<file path="src/design/clfw_pkg.sv">
// Package for the character display frame write sequencer: types, constants, register codes.
package clfw_pkg;

	// Sizing of the stacked display set
	localparam int unsigned MAX_DISPLAYS = 8;
	localparam int unsigned MAX_LINES    = 64;

	// Field widths
	localparam int unsigned CFG_DATA_W = 32;
	localparam int unsigned CFG_IDX_W  = 3;
	localparam int unsigned POS_W      = 6;
	localparam int unsigned ADDR_W     = 7;
	localparam int unsigned DISP_W     = 4;
	localparam int unsigned SIZE_W     = 7;
	localparam int unsigned OFF_W      = 7;

	// Display addressing constants
	localparam logic [7:0]        CMD_SET_ADDR  = 8'h80;
	localparam logic [ADDR_W-1:0] ODD_LINE_BASE = 7'h40;
	localparam logic [POS_W-1:0]  SPLIT_WIDTH   = 6'd16;
	localparam logic [POS_W-1:0]  SPLIT_COL     = 6'd8;
	localparam logic [3:0]        NIBBLE_MAX    = 4'd9;
	localparam logic [POS_W-1:0]  ROW_MAX       = POS_W'(MAX_LINES - 1);

	// Register reset values
	localparam logic [POS_W-1:0]      RST_LINE_WIDTH = 6'd20;
	localparam logic [CFG_DATA_W-1:0] RST_SPAN_SIZES = 32'd2;
	localparam logic [POS_W-1:0]      RST_WIN_LEFT   = 6'd0;
	localparam logic [POS_W-1:0]      RST_WIN_RIGHT  = 6'd19;
	localparam logic [POS_W-1:0]      RST_WIN_TOP    = 6'd0;
	localparam logic [POS_W-1:0]      RST_WIN_BOTTOM = 6'd1;

	// Configuration register indexes
	typedef enum logic [CFG_IDX_W-1:0] {
		REG_LINE_WIDTH = 3'd0,
		REG_SPAN_SIZES = 3'd1,
		REG_WIN_LEFT   = 3'd2,
		REG_WIN_RIGHT  = 3'd3,
		REG_WIN_TOP    = 3'd4,
		REG_WIN_BOTTOM = 3'd5
	} reg_idx_t;

	// Resolved target of one row
	typedef struct packed {
		logic [DISP_W-1:0] disp;
		logic [ADDR_W-1:0] addr;
	} loc_t;

endpackage

</file>
<file path="src/design/char_lcd_frame_write_sequencer_core.sv">
// Top level of the character display frame write sequencer.
// A data write passes from the first stage into the result register; at the first character
// of a row the set-address write enters the result register ahead of it.
// Throughput: one character per cycle while out_ready stays high; the first character of each
// window row yields a set-address write and a data write, so it holds the input while both go out.
// Reset (arst_n low, asynchronous): registers return to their defaults, the window
// position goes to its first column and row, and both stages empty.
module char_lcd_frame_write_sequencer_core (
	input  logic                              clk,
	input  logic                              arst_n,
	input  logic                              cfg_we,
	input  logic [clfw_pkg::CFG_IDX_W-1:0]    cfg_idx,
	input  logic [clfw_pkg::CFG_DATA_W-1:0]   cfg_wdata,
	input  logic                              in_valid,
	output logic                              in_ready,
	input  logic [7:0]                        char_code,
	output logic                              out_valid,
	input  logic                              out_ready,
	output logic [clfw_pkg::DISP_W-1:0]       display_id,
	output logic                              is_data,
	output logic [7:0]                        write_byte,
	output logic                              last,
	output logic                              frame_end
);

	logic [clfw_pkg::POS_W-1:0]      line_width_q;
	logic [clfw_pkg::CFG_DATA_W-1:0] span_sizes_q;
	logic [clfw_pkg::POS_W-1:0]      win_left_q;
	logic [clfw_pkg::POS_W-1:0]      win_right_q;
	logic [clfw_pkg::POS_W-1:0]      win_top_q;
	logic [clfw_pkg::POS_W-1:0]      win_bottom_q;
	logic [clfw_pkg::POS_W-1:0]      col_q;
	logic [clfw_pkg::POS_W-1:0]      row_q;

	logic                            valid_s1;
	logic [7:0]                      char_s1;
	logic [clfw_pkg::POS_W-1:0]      row_s1;
	logic                            first_s1;
	logic                            fend_s1;
	logic                            phase_q;

	logic                            out_valid_q;
	logic [clfw_pkg::DISP_W-1:0]     disp_q;
	logic                            is_data_q;
	logic [7:0]                      byte_q;
	logic                            last_q;
	logic                            fend_q;

	logic [clfw_pkg::POS_W-1:0]      span_w;
	logic [clfw_pkg::POS_W-1:0]      span_h;
	logic [clfw_pkg::POS_W:0]        row_sum;
	logic [clfw_pkg::POS_W-1:0]      row_sat;
	logic                            row_end;
	logic                            frame_last;
	logic                            in_fire;
	logic                            load_out;
	logic                            send_data;
	logic                            s1_done;
	clfw_pkg::loc_t                  loc;

	// Configuration registers
	always_ff @(posedge clk or negedge arst_n) begin
		if (!arst_n) begin
			line_width_q <= clfw_pkg::RST_LINE_WIDTH;
			span_sizes_q <= clfw_pkg::RST_SPAN_SIZES;
			win_left_q   <= clfw_pkg::RST_WIN_LEFT;
			win_right_q  <= clfw_pkg::RST_WIN_RIGHT;
			win_top_q    <= clfw_pkg::RST_WIN_TOP;
			win_bottom_q <= clfw_pkg::RST_WIN_BOTTOM;
		end else if (cfg_we) begin
			case (cfg_idx)
				clfw_pkg::REG_LINE_WIDTH: line_width_q <= cfg_wdata[clfw_pkg::POS_W-1:0];
				clfw_pkg::REG_SPAN_SIZES: span_sizes_q <= cfg_wdata;
				clfw_pkg::REG_WIN_LEFT:   win_left_q   <= cfg_wdata[clfw_pkg::POS_W-1:0];
				clfw_pkg::REG_WIN_RIGHT:  win_right_q  <= cfg_wdata[clfw_pkg::POS_W-1:0];
				clfw_pkg::REG_WIN_TOP:    win_top_q    <= cfg_wdata[clfw_pkg::POS_W-1:0];
				clfw_pkg::REG_WIN_BOTTOM: win_bottom_q <= cfg_wdata[clfw_pkg::POS_W-1:0];
				default: ;
			endcase
		end
	end

	// Window position: row and frame end, virtual row with saturation
	always_comb begin
		span_w     = (win_right_q >= win_left_q) ? (win_right_q - win_left_q) : '0;
		span_h     = (win_bottom_q >= win_top_q) ? (win_bottom_q - win_top_q) : '0;
		row_sum    = {1'b0, win_top_q} + {1'b0, row_q};
		row_sat    = (row_sum > {1'b0, clfw_pkg::ROW_MAX}) ? clfw_pkg::ROW_MAX :
		             row_sum[clfw_pkg::POS_W-1:0];
		row_end    = col_q >= span_w;
		frame_last = row_end && (row_q >= span_h);
	end

	// Handshake: the first stage drains once its data write enters the result register
	always_comb begin
		load_out  = valid_s1 && (!out_valid_q || out_ready);
		send_data = !first_s1 || phase_q;
		s1_done   = load_out && send_data;
		in_ready  = !valid_s1 || s1_done;
		in_fire   = in_valid && in_ready;
	end

	// Advance the window position on each accepted transaction
	always_ff @(posedge clk or negedge arst_n) begin
		if (!arst_n) begin
			col_q <= '0;
			row_q <= '0;
		end else if (in_fire) begin
			if (frame_last) begin
				col_q <= '0;
				row_q <= '0;
			end else if (row_end) begin
				col_q <= '0;
				row_q <= row_q + clfw_pkg::POS_W'(1);
			end else begin
				col_q <= col_q + clfw_pkg::POS_W'(1);
			end
		end
	end

	// First stage: hold the character with its row and flags
	always_ff @(posedge clk or negedge arst_n) begin
		if (!arst_n) begin
			valid_s1 <= 1'b0;
			phase_q  <= 1'b0;
		end else begin
			if (in_fire) begin
				valid_s1 <= 1'b1;
			end else if (s1_done) begin
				valid_s1 <= 1'b0;
			end
			if (s1_done) begin
				phase_q <= 1'b0;
			end else if (load_out) begin
				phase_q <= 1'b1;
			end
		end
	end

	always_ff @(posedge clk) begin
		if (in_fire) begin
			char_s1  <= char_code;
			row_s1   <= row_sat;
			first_s1 <= (col_q == '0);
			fend_s1  <= frame_last;
		end
	end

	clfw_locate u_locate (
		.row        (row_s1),
		.span_sizes (span_sizes_q),
		.line_width (line_width_q),
		.win_left   (win_left_q),
		.loc        (loc)
	);

	// Result register: set-address write first at a row start, then the data write
	always_ff @(posedge clk or negedge arst_n) begin
		if (!arst_n) begin
			out_valid_q <= 1'b0;
		end else if (load_out) begin
			out_valid_q <= 1'b1;
		end else if (out_ready) begin
			out_valid_q <= 1'b0;
		end
	end

	always_ff @(posedge clk) begin
		if (load_out) begin
			disp_q <= loc.disp;
			if (send_data) begin
				is_data_q <= 1'b1;
				byte_q    <= char_s1;
				last_q    <= 1'b1;
				fend_q    <= fend_s1;
			end else begin
				is_data_q <= 1'b0;
				byte_q    <= clfw_pkg::CMD_SET_ADDR | {1'b0, loc.addr};
				last_q    <= 1'b0;
				fend_q    <= 1'b0;
			end
		end
	end

	assign out_valid  = out_valid_q;
	assign display_id = disp_q;
	assign is_data    = is_data_q;
	assign write_byte = byte_q;
	assign last       = last_q;
	assign frame_end  = fend_q;

	// Checks
	a_phase_only_on_row_start: assert property (@(posedge clk) disable iff (!arst_n)
		phase_q |-> (valid_s1 && first_s1))
		else $error("second-write phase without a pending row start");

	a_instr_then_data: assert property (@(posedge clk) disable iff (!arst_n)
		(out_valid && out_ready && !is_data) |=> (out_valid && is_data))
		else $error("set-address write not followed by its data write");

	a_instr_not_last: assert property (@(posedge clk) disable iff (!arst_n)
		(out_valid && !is_data) |-> (!last && !frame_end && write_byte[7]))
		else $error("malformed set-address write");

	a_data_is_last: assert property (@(posedge clk) disable iff (!arst_n)
		(out_valid && is_data) |-> last)
		else $error("data write not marked last");

	a_frame_wraps: assert property (@(posedge clk) disable iff (!arst_n)
		(in_fire && frame_last) |=> (col_q == '0 && row_q == '0))
		else $error("window position not cleared at frame end");

endmodule

</file>
<file path="src/design/clfw_locate.sv">
// Row locator: maps a virtual row to its display and the set-address position.
module clfw_locate (
	input  logic [clfw_pkg::POS_W-1:0]      row,
	input  logic [clfw_pkg::CFG_DATA_W-1:0] span_sizes,
	input  logic [clfw_pkg::POS_W-1:0]      line_width,
	input  logic [clfw_pkg::POS_W-1:0]      win_left,
	output clfw_pkg::loc_t                  loc
);

	logic [clfw_pkg::OFF_W-1:0]  off;
	logic [clfw_pkg::OFF_W-1:0]  lim;
	logic [3:0]                  nib;
	logic                        found;
	logic                        stop;
	logic [clfw_pkg::DISP_W-1:0] disp;
	logic [clfw_pkg::POS_W-1:0]  rel;
	logic [clfw_pkg::SIZE_W-1:0] size;
	logic [clfw_pkg::POS_W-1:0]  x;
	logic [1:0]                  line;
	logic [7:0]                  addr_sum;

	// Walk the span list: stop at an empty nibble, keep the last display for rows beyond it
	always_comb begin
		off   = '0;
		found = 1'b0;
		stop  = 1'b0;
		disp  = clfw_pkg::DISP_W'(1);
		rel   = row;
		size  = clfw_pkg::SIZE_W'(clfw_pkg::MAX_LINES);
		lim   = '0;
		nib   = '0;
		for (int k = 0; k < clfw_pkg::MAX_DISPLAYS; k++) begin
			nib = span_sizes[4*k +: 4];
			if (!stop) begin
				if (nib == 4'd0) begin
					stop = 1'b1;
				end else begin
					if (nib > clfw_pkg::NIBBLE_MAX) begin
						nib = clfw_pkg::NIBBLE_MAX;
					end
					if (!found) begin
						disp = clfw_pkg::DISP_W'(k + 1);
						rel  = row - clfw_pkg::POS_W'(off);
						size = clfw_pkg::SIZE_W'(nib);
						lim  = off + clfw_pkg::OFF_W'(nib);
						if ({1'b0, row} < lim) begin
							found = 1'b1;
						end
					end
					off = off + clfw_pkg::OFF_W'(nib);
				end
			end
		end
	end

	// Form the display address, splitting a 16-wide single-line display at column 8
	always_comb begin
		x    = win_left;
		line = rel[1:0];
		if (size == clfw_pkg::SIZE_W'(1) && line_width == clfw_pkg::SPLIT_WIDTH &&
		    win_left >= clfw_pkg::SPLIT_COL) begin
			x    = win_left - clfw_pkg::SPLIT_COL;
			line = 2'd1;
		end
		addr_sum = {2'b00, x};
		if (line[0]) begin
			addr_sum = addr_sum + {1'b0, clfw_pkg::ODD_LINE_BASE};
		end
		if (line[1]) begin
			addr_sum = addr_sum + {2'b00, line_width};
		end
		loc.disp = disp;
		loc.addr = addr_sum[clfw_pkg::ADDR_W-1:0];
	end

endmodule

</file>
<file path="config.mk">
export PLATFORM = sky130hd
export DESIGN_NAME = char_lcd_frame_write_sequencer_core
export DESIGN_NICKNAME = d
export VERILOG_FILES = /design/src/design/clfw_pkg.sv /design/src/design/char_lcd_frame_write_sequencer_core.sv /design/src/design/clfw_locate.sv
export SDC_FILE = /design/constraint.sdc
export NUM_CORES = 1
export LEC_CHECK = 0
export BUFFER_PORTS_ARGS = -buffer_cell sky130_fd_sc_hd__buf_2
export CORE_ASPECT_RATIO = 2
export CORE_UTILIZATION = 67
export DETAILED_ROUTE_END_ITERATION = 10
export PLACE_DENSITY = 0.95
export SYNTH_ARGS = -nofsm -noshare
export SYNTH_HDL_FRONTEND = slang
export SYNTH_HIERARCHICAL = 1
export SYNTH_SLANG_ARGS = --single-unit
export TNS_END_PERCENT = 100
</file>
<file path="constraint.sdc">
create_clock -name clk -period 21.9 [get_ports clk]
set_input_delay 4.38 -clock clk [delete_from_list [all_inputs] [get_ports clk]]
set_output_delay 4.38 -clock clk [all_outputs]
set_load 0.1 [all_outputs]
</file>
* Word-level counts from Yosys, hierarchy flattened *
Index checks and enable logic that the tools add are counted.

word-level totals
  bits in latches = 0
  register bits after elaboration = 107
  output and inout bits = 17
  RAM bits = 0
  bits of input ports = 48
  memories kept = 0
  logic and storage cells = 257
  bits in read-only memories = 0

operators by class
  order comparisons = 21
  bitwise logic cells = 0
  add/subtract/negate cells = 21
  multipliers = 0
  mux-type cells = 155
  div/mod/pow operators = 0
  eq/ne operators = 7
  shift-type cells = 0
  reductions and logical operators = 33

operators with widths
  operator                                                                count
  7-bit two-way mux                                                       34
  4-bit two-way mux                                                       42
  2-bit two-way mux                                                       25
  1-bit two-way mux                                                       46
  6-bit two-way mux                                                       7
  7-bit by 4-bit adder with 7-bit output                                  5
  6-bit by 7-bit < comparator with 1-bit output                           5
  4-bit > comparator (second input constant)                              8
  4-bit zero test                                                         8
  6-bit >= comparator                                                     4
  2-bit AND reduction                                                     7
  2-bit subtractor                                                        7
  6-bit by 1-bit adder with 6-bit output (second input constant)          2
  6-bit subtractor                                                        2
  2-bit nonzero test                                                      4
  6-bit by 6-bit adder with 7-bit output                                  1
  6-bit by 7-bit adder with 7-bit output (second input constant)          1
  7-bit by 6-bit adder with 7-bit output                                  1
  7-bit by 1-bit == test with 1-bit output (second input constant)        1
  7-bit by 6-bit > comparator with 1-bit output (second input constant)   1
  3-bit by 2-bit == test with 1-bit output (second input constant)        2
  3-bit == test (second input constant)                                   2
  6-bit by 5-bit == test with 1-bit output (second input constant)        1
  6-bit by 4-bit >= comparator with 1-bit output (second input constant)  1
  other kinds (11)                                                        20

* Depth between registers and ports, before layout *
Gate-level depths: netlist of run 1.

  word-level depth = 37
  mapped depth = 51

* By module *
The synthesis of run 1 kept the hierarchy.

modules (own cells, without submodules)
  module                               cells an instance  area an instance (um^2)  instances
  char_lcd_frame_write_sequencer_core  438                5435.2                   1
  clfw_locate                          561                4182.8                   1

* Least setup slack after synthesis of run 1 *
Ideal clock, no wire load.

  kind = input to output
  from = input out_ready
  to = output in_ready
  data arrival time = 4929 ps
  stages = 2
  setup slack = 12591 ps
  data required time = 17520 ps
  cell sequence = nand2b_1 -> a21bo_4

between the ends
  longest elaborated chain between the ends = 4

ends and longest elaborated chain
  what               RTL line                                   RTL
  start, declared    char_lcd_frame_write_sequencer_core.sv:18  input logic out_ready,
  1-bit logical OR   char_lcd_frame_write_sequencer_core.sv:96  load_out = valid_s1 && (!out_valid_q || out_ready);
  1-bit logical AND  char_lcd_frame_write_sequencer_core.sv:96
  1-bit logical AND  char_lcd_frame_write_sequencer_core.sv:98  s1_done = load_out && send_data;
  1-bit logical OR   char_lcd_frame_write_sequencer_core.sv:99  in_ready = !valid_s1 || s1_done;
  end, declared      char_lcd_frame_write_sequencer_core.sv:15  output logic in_ready,

No other way between the ends.

==> results of run 1 <==
-- kinds of logic after synthesis --
kind of cell	count (synthesis)	share of synthesized area, %
simple gates	331	19.4
xor+xnor	41	3.73
compound gates	235	16.9
fa+ha+maj	113	15.4
flops	107	29.5
buf+inv	95	4.55
mux	77	10.5
-- sequential cells by signal, summed over array words and instances (netlist names), 6 cells and up --
name and cells:
write_byte 8, win_top_q 6, row_s1 6, win_bottom_q 6, char_s1 8, win_right_q 6, col_q 6, line_width_q 6
win_left_q 6, span_sizes_q 32, row_q 6
-- final timing paths --
check / start / end / slack (ns)
max: span_sizes_q[2]$_DFFE_PN0P_ / write_byte[6]$_DFFE_PP_ / 11.46
min: phase_q$_DFFE_PN0P_ / phase_q$_DFFE_PN0P_ / 0.51
max reg2reg: span_sizes_q[2]$_DFFE_PN0P_ / write_byte[6]$_DFFE_PP_ / 11.46
min reg2reg: phase_q$_DFFE_PN0P_ / phase_q$_DFFE_PN0P_ / 0.51
max in group asynchronous: arst_n / span_sizes_q[20]$_DFFE_PN0P_ / 17.04
min in group asynchronous: arst_n / win_bottom_q[5]$_DFFE_PN0P_ / 4.17
-- through the flow --
step,std cells,instance area [um2],utilization [%],worst slack (ns)
final,1242,10300,74.0,11.46
after global routing,1242,10300,74.0,10.90
after CTS,1242,10300,74.0,11.58
after detailed placement,1226,10000,71.8,11.61
after global placement,1226,10000,71.8,12.05
after floorplan,999,9620,-,12.59
-- final cells by class --
class	count	area [um2]
sequential	107	2840
clock buffer	9	225
clock inverter	7	91.3
fill	925	3630
timing repair buffer	68	353
multi-input combinational	797	6340
tap	189	236
inverter	65	253
-- worst register-to-register path: cells and delay by family, from the launching register on --
family | cells | cell delay [ns]
XOR/XNOR | 1 | 0.22
flip-flops | 1 | 0.42
multiplexers | 2 | 0.50
AND/OR/NAND/NOR | 9 | 1.51
adder cells (fa/ha/maj) | 9 | 3.43
AO/OA/AOI/OAI | 18 | 3.54
buffers and inverters | 5 | 0.56
-- cells in the final DEF (no fill, tap or decap), types with 10 or more instances in the layout --
cell type | Yosys | final
ha_1 | 103 | 103
nand2_1 | 96 | 96
dfrtp_1 | 70 | 70
buf_2 | 4 | 63
inv_1 | 62 | 62
o21ai_0 | 59 | 59
nor2_1 | 47 | 47
a21oi_1 | 45 | 45
mux2_4 | 34 | 34
edfxtp_1 | 30 | 30
mux2_2 | 27 | 27
nand2b_1 | 26 | 26
nand3_1 | 25 | 25
a21o_1 | 24 | 24
xnor2_1 | 21 | 21
nor2b_1 | 21 | 21
xor2_1 | 20 | 20
nor3_1 | 19 | 19
mux2i_1 | 13 | 13
a211oi_1 | 10 | 10
-- per-layer routing --
metal	vias up	share of wire, %
met1	4010	33
met3	222	5.7
li1	3744	-
met2	414	52
met4	2	9.6
met5	-	0.041
==> metrics.md, run 1 <==
| Metric | Value |
|---|---|
| Crit-path leading delay family | `compound AO/OA/AOI/OAI gates` |
| Setup Skew | `~0.0075 ns` |
| FMAX | `95.8 MHz` |
| Status | `finished clean` |
| Clk buf depth | `2` |
| Routed len/inst | `approximately 21 um` |
| Sink Count | `107` |
| Drt first pass iters | `6` |
| Initial antenna violation count | `1` |
| Final setup viols | `0` |
| DR vias | `~8400` |
| DR DRC count | `0` |
| Commonest cells post-synth | `103 x ha_1, 96 x nand2_1, 70 x dfrtp_1` |
| Post-synth cell types | `103` |
| Crit Path Class | `flop to flop` |
| Hold buffers post-CTS | `0` |
| Ys async rst share | `a little under three quarters` |
| Die height | `around 170 um` |
| Crit path capture type | `flop` |
| Number of cells on the critical path | `44` |
| Ys flop type | `dfrtp_1` |
| Most frequent cell after synthesis | `ha_1` |
| Post-DP HPWL | `19.9 mm` |
| TNS Setup | `0 ns` |
| IO Count | `65` |
| Worst Path Buf+Inv | `5` |
| Clk_lat worst skew | `approximately 0.36 ns` |
| Via density | `6.76` |
| Ranking of synthesized cells by area | `dfrtp_1 18%, ha_1 13%, edfxtp_1 9.4%` |
| First-pass GRT wire length | `41.7 mm` |
| Reg2Reg Depth | `44` |
| Post_cts resized | `0` |
| Root buffer cell | `clkbuf_16` |
| Layout cells sized above 1 | `19.4%` |
| Worst EP required | `~22 ns` |
| Die W | `between 80 and 90 um` |
| Gpl congestion | `0.979` |
| CTS tree | `done` |
| Mapped Cells | `around 1000` |
| Max-Cap Viols | `0` |
| Unrepaired setup endpoints after global routing | `false` |
| Antenna viol nets, final | `0` |
| Total GRT Usage | `37.1%` |
| Hold depth | `1` |
| Slowest Stage Delay on Critical Path | `0.65 ns` |
| Top Usage Layer GRT | `met2` |
| Area Growth Syn to Fin | `7.49%` |
| Area leader, netlist | `dfrtp_1` |
| Post-CTS Setup Inserts | `0` |
| Diode count | `0` |
| Critical path peak fanout | `13` |
| Synth warnings | `6` |
| Crit start category | `flop` |
| Cts bufs inserted | `9` |
| Number of global-route vias before repair | `8708` |
| Worst path arrival time | `10.57 ns` |
| Worst-margin pin slew | `between 1 and 1.5 ns` |
| Clk slew on worst S/H paths | `0.08 ns` |
| Initial Util | `68.9%` |
| Largest net degree at the start of global routing | `78` |
| Synth top area share | `between 10% and 20%` |
| Relative slew slack | `roughly 27%` |
| GR Util met2 | `66.0%` |
| Worst path slowest cell | `or4_1` |
| Synthesized cell area | `9620 um2` |
| Grt met3 use | `7.73%` |
| M1 GR Usage | `35.1%` |
| Iter 0 DRT Violations | `approximately 640` |
| Yosys reg bits | `107` |
| Die area | `roughly 15000 um2` |
| Slew Viols, Final | `0` |
| Final #Nets | `between 1000 and 1500` |
| Post-layout minimum cycle time | `10.44 ns` |
| Core area | `14000 um2` |
| Mapped Nets | `1159` |
| Final WL | `26.5 mm` |
| Synthesized area per cell | `between 9 and 10 um2` |
| Total number of H-tree levels | `3` |
| Post-synth EDFFs | `30` |
| Row cnt | `61` |
| Worst hold slack | `0.514 ns` |
| Grt ovf | `0` |
| Worst min path class | `flop to flop` |
| Period utilization | `47.7%` |
| Hold Violations, Final | `0` |
| Port Buffers | `64` |
| Sequential area share after synthesis | `29.5%` |
Power of run 1 is left out: the tool's default activity adds up to more than one toggle a clock period on the data nets, which glitch-free logic cannot reach.
==> run 2: changes to the inputs <==
Settings changed: CORE_UTILIZATION 67 to 63, PLACE_DENSITY 0.95 to 0.94.
Clock period 21.9 ns to 9.65 ns, I/O delays scaled along.
==> run 2 against run 1 <==
Clock skew rose by 0.014 ns. First-iteration DRC count shrank 6.2%. Global-route usage is 0.97 points lower. Setup slack worse by 11 ns. Core utilization is 2.4 points lower. Non-clock buffer count rose by 22. Largest cell class unchanged. Highest routed layer is now met4.
==> metrics.md, run 2 (synthesized netlist as in run 1, its figures left out) <==
| Metric | Value |
|---|---|
| CP dominant cell by count | `ha_1` |
| Initial antenna violation count | `0 (-1)` |
| Crit Path Class | `flop to flop` |
| Hold Path Origin | `valid_s1$_DFFE_PN0P_` |
| Worst path slowest cell | `fa_1` |
| Metal2 WL | `14.2 mm (+3.7%)` |
| Crit path capture type | `flop` |
| Post-DP HPWL | `20.1 mm (+1.0%)` |
| Number of global-route vias before repair | `8602 (-1.2%)` |
| Diode count | `0 (unchanged)` |
| Row cnt | `63 (+3.3%)` |
| Worst path arrival time | `9.49 ns (-1.08 ns)` |
| Placed insts | `1247 (+1.7%)` |
| Largest register FFs | `32 (unchanged)` |
| Total number of H-tree levels | `3 (unchanged)` |
| FMAX | `107 MHz (+12%)` |
| Reg2Reg Setup Slack | `0.30 ns (-11.15 ns)` |
| Worst min path class | `flop to flop` |
| Total GRT Usage | `36.1% (-0.97 points)` |
| Initial Util | `64.6% (-4.3 points)` |
| Clk buf depth | `2 (unchanged)` |
| Drt first pass iters | `8 (+2)` |
| Die height | `177 um (+3.1%)` |
| Slew Viols, Final | `0 (unchanged)` |
| Die W | `89.4 um (+3.1%)` |
| Most flop-heavy register | `span_sizes_q` |
| Reg2Reg Depth | `45 (+2.3%)` |
| Layout cells sized above 1 | `23.6% (+4.3 points)` |
| DR DRC count | `0 (unchanged)` |
| Sink Count | `107 (unchanged)` |
| IO Count | `65 (unchanged)` |
| TNS Setup | `0 ns (unchanged)` |
| Cts bufs inserted | `9 (unchanged)` |
| Status | `finished clean` |
| Layout fillers | `1000 (+8.1%)` |
| Clk_lat worst skew | `0.38 ns (+0.02 ns)` |
| Die area | `15800 um2 (+6.2%)` |
| Antenna viol nets, final | `0 (unchanged)` |
| Critical path peak fanout | `5 (-8)` |
| Hold Path End | `out_valid$_DFFE_PN0P_` |
| FF-to-FF Start | `span_sizes_q[2]$_DFFE_PN0P_` |
| DR vias | `8419 (+0.32%)` |
| Routed len/inst | `21.6 um (+1.0%)` |
| Iter 0 DRT Violations | `602 (-6.2%)` |
| Gpl congestion | `0.997 (+1.9%)` |
| Relative slew slack | `28.5% (+1.6 points)` |
| Crit start category | `flop` |
| First-pass GRT wire length | `42.2 mm (+1.1%)` |
| Worst r2r dst | `write_byte[6]$_DFFE_PP_` |
| Top Metal Used | `met4` |
| Setup Skew | `0.0212 ns (+0.0137 ns)` |
| Port Buffers | `64 (unchanged)` |
| M1 WL | `9.04 mm (+3.3%)` |
| Hold Violations, Final | `0 (unchanged)` |
| Slowest Stage Delay on Critical Path | `0.55 ns (-0.10 ns)` |
| Hold buffers post-CTS | `0 (unchanged)` |
| Final setup viols | `0 (unchanged)` |
| Clk slew on worst S/H paths | `0.10 ns (+0.02 ns)` |
| Most frequent cells in the layout | `100 x ha_1, 96 x nand2_1, 68 x dfrtp_1, 63 x buf_2, 62 x inv_1` |
| Worst hold slack | `0.501 ns (-0.0127 ns)` |
| Fin util | `71.6% (-2.4 points)` |
| Core area | `14900 um2 (+6.7%)` |
| Period utilization | `96.9% (+49 points)` |
| Final #Nets | `1230 (+1.8%)` |
| Max-Cap Viols | `0 (unchanged)` |
| Most common cell after layout, fill and taps aside | `ha_1` |
| Area Growth Syn to Fin | `10.9%` |
| Largest net degree at the start of global routing | `78 (unchanged)` |
| Final WL | `27.4 mm (+3.3%)` |
| Post-layout minimum cycle time | `9.35 ns (-1.10 ns)` |
| Hold depth | `1 (unchanged)` |
| Grt ovf | `0 (unchanged)` |
| Worst EP required | `9.80 ns (-12.22 ns)` |
| CTS tree | `done` |
| Metal3 WL | `1.54 mm (+0.72%)` |
| Worst-margin pin slew | `1.06 ns (-0.0176 ns)` |
| Via density | `6.63 (-1.9%)` |
| Final std cells w/o fill | `1270 (+2.3%)` |
| Root buffer cell | `clkbuf_16` |
## run 2: cell count changes in the layout (fill, tap and decap cells not counted), sizes merged
cell	change
clkinv	-3
inv	+1
clkinvlp	+1
buf	+22
bufinv	+1
## run 2: worst max-delay path by stage
stage | start | to | slack [ns] | depth (start not counted)
5_1_grt | span_sizes_q[2]$_DFFE_PN0P_ | write_byte[6]$_DFFE_PP_ | -0.34 | 44
6_report | span_sizes_q[2]$_DFFE_PN0P_ | write_byte[6]$_DFFE_PP_ | 0.30 | 45
2_1_floorplan | span_sizes_q[2]$_DFFE_PN0P_ | write_byte[6]$_DFFE_PP_ | 0.61 | 45
4_1_cts | span_sizes_q[2]$_DFFE_PN0P_ | write_byte[6]$_DFFE_PP_ | 0.01 | 44
3_5_place_dp | span_sizes_q[2]$_DFFE_PN0P_ | write_byte[6]$_DFFE_PP_ | -0.05 | 44
3_3_place_gp | span_sizes_q[2]$_DFFE_PN0P_ | write_byte[6]$_DFFE_PP_ | 0.33 | 44
## run 2: stage by stage
| step | cell area (um2) | worst slack (ns) |
|---|---|---|
| after floorplan | 9620 | 0.606 |
| after global placement | 10100 | 0.326 |
| after detailed placement | 10100 | -0.0484 |
| after CTS | 10500 | 0.0125 |
| after global routing | 10700 | -0.335 |
| final | 10700 | 0.303 |
## run 2: what timing repair did
action,4_1_cts,5_1_grt
setup endpoints to repair,3,6
cloned,0,0
pin swaps,0,10
gates resized for setup,4,33
buffers inserted,0,7
## run 2: final cells by class
type                    instances  area [um2]  area share, %
clock buffers                   9         225           2.11
clock inverters                 7        92.6          0.868
inverters                      65         253           2.37
multi-input cells             797        6490           60.9
flip-flops and latches        107        2840           26.6
well taps                     195         244           2.29
repair buffers                 90         518           4.86
## run 2: per-layer routing
metal / up-vias / global-route usage [%]
met1: 4044 / 34.8
li1: 3785 / -
met3: 195 / 7.56
met2: 395 / 62.5
met5: - / 0
met4: 0 / 31.4
## run 2: worst max-delay path: cells and delay by family, from the launching register on
kind | cells | cell delay, ns
flip-flops | 1 | 0.43
buffers and inverters | 4 | 0.42
adder cells (fa/ha/maj) | 9 | 3.03
XOR/XNOR | 3 | 0.57
AO/OA/AOI/OAI | 17 | 2.90
AND/OR/NAND/NOR | 10 | 1.54
multiplexers | 2 | 0.24
Power of run 2 is left out for the same reason.
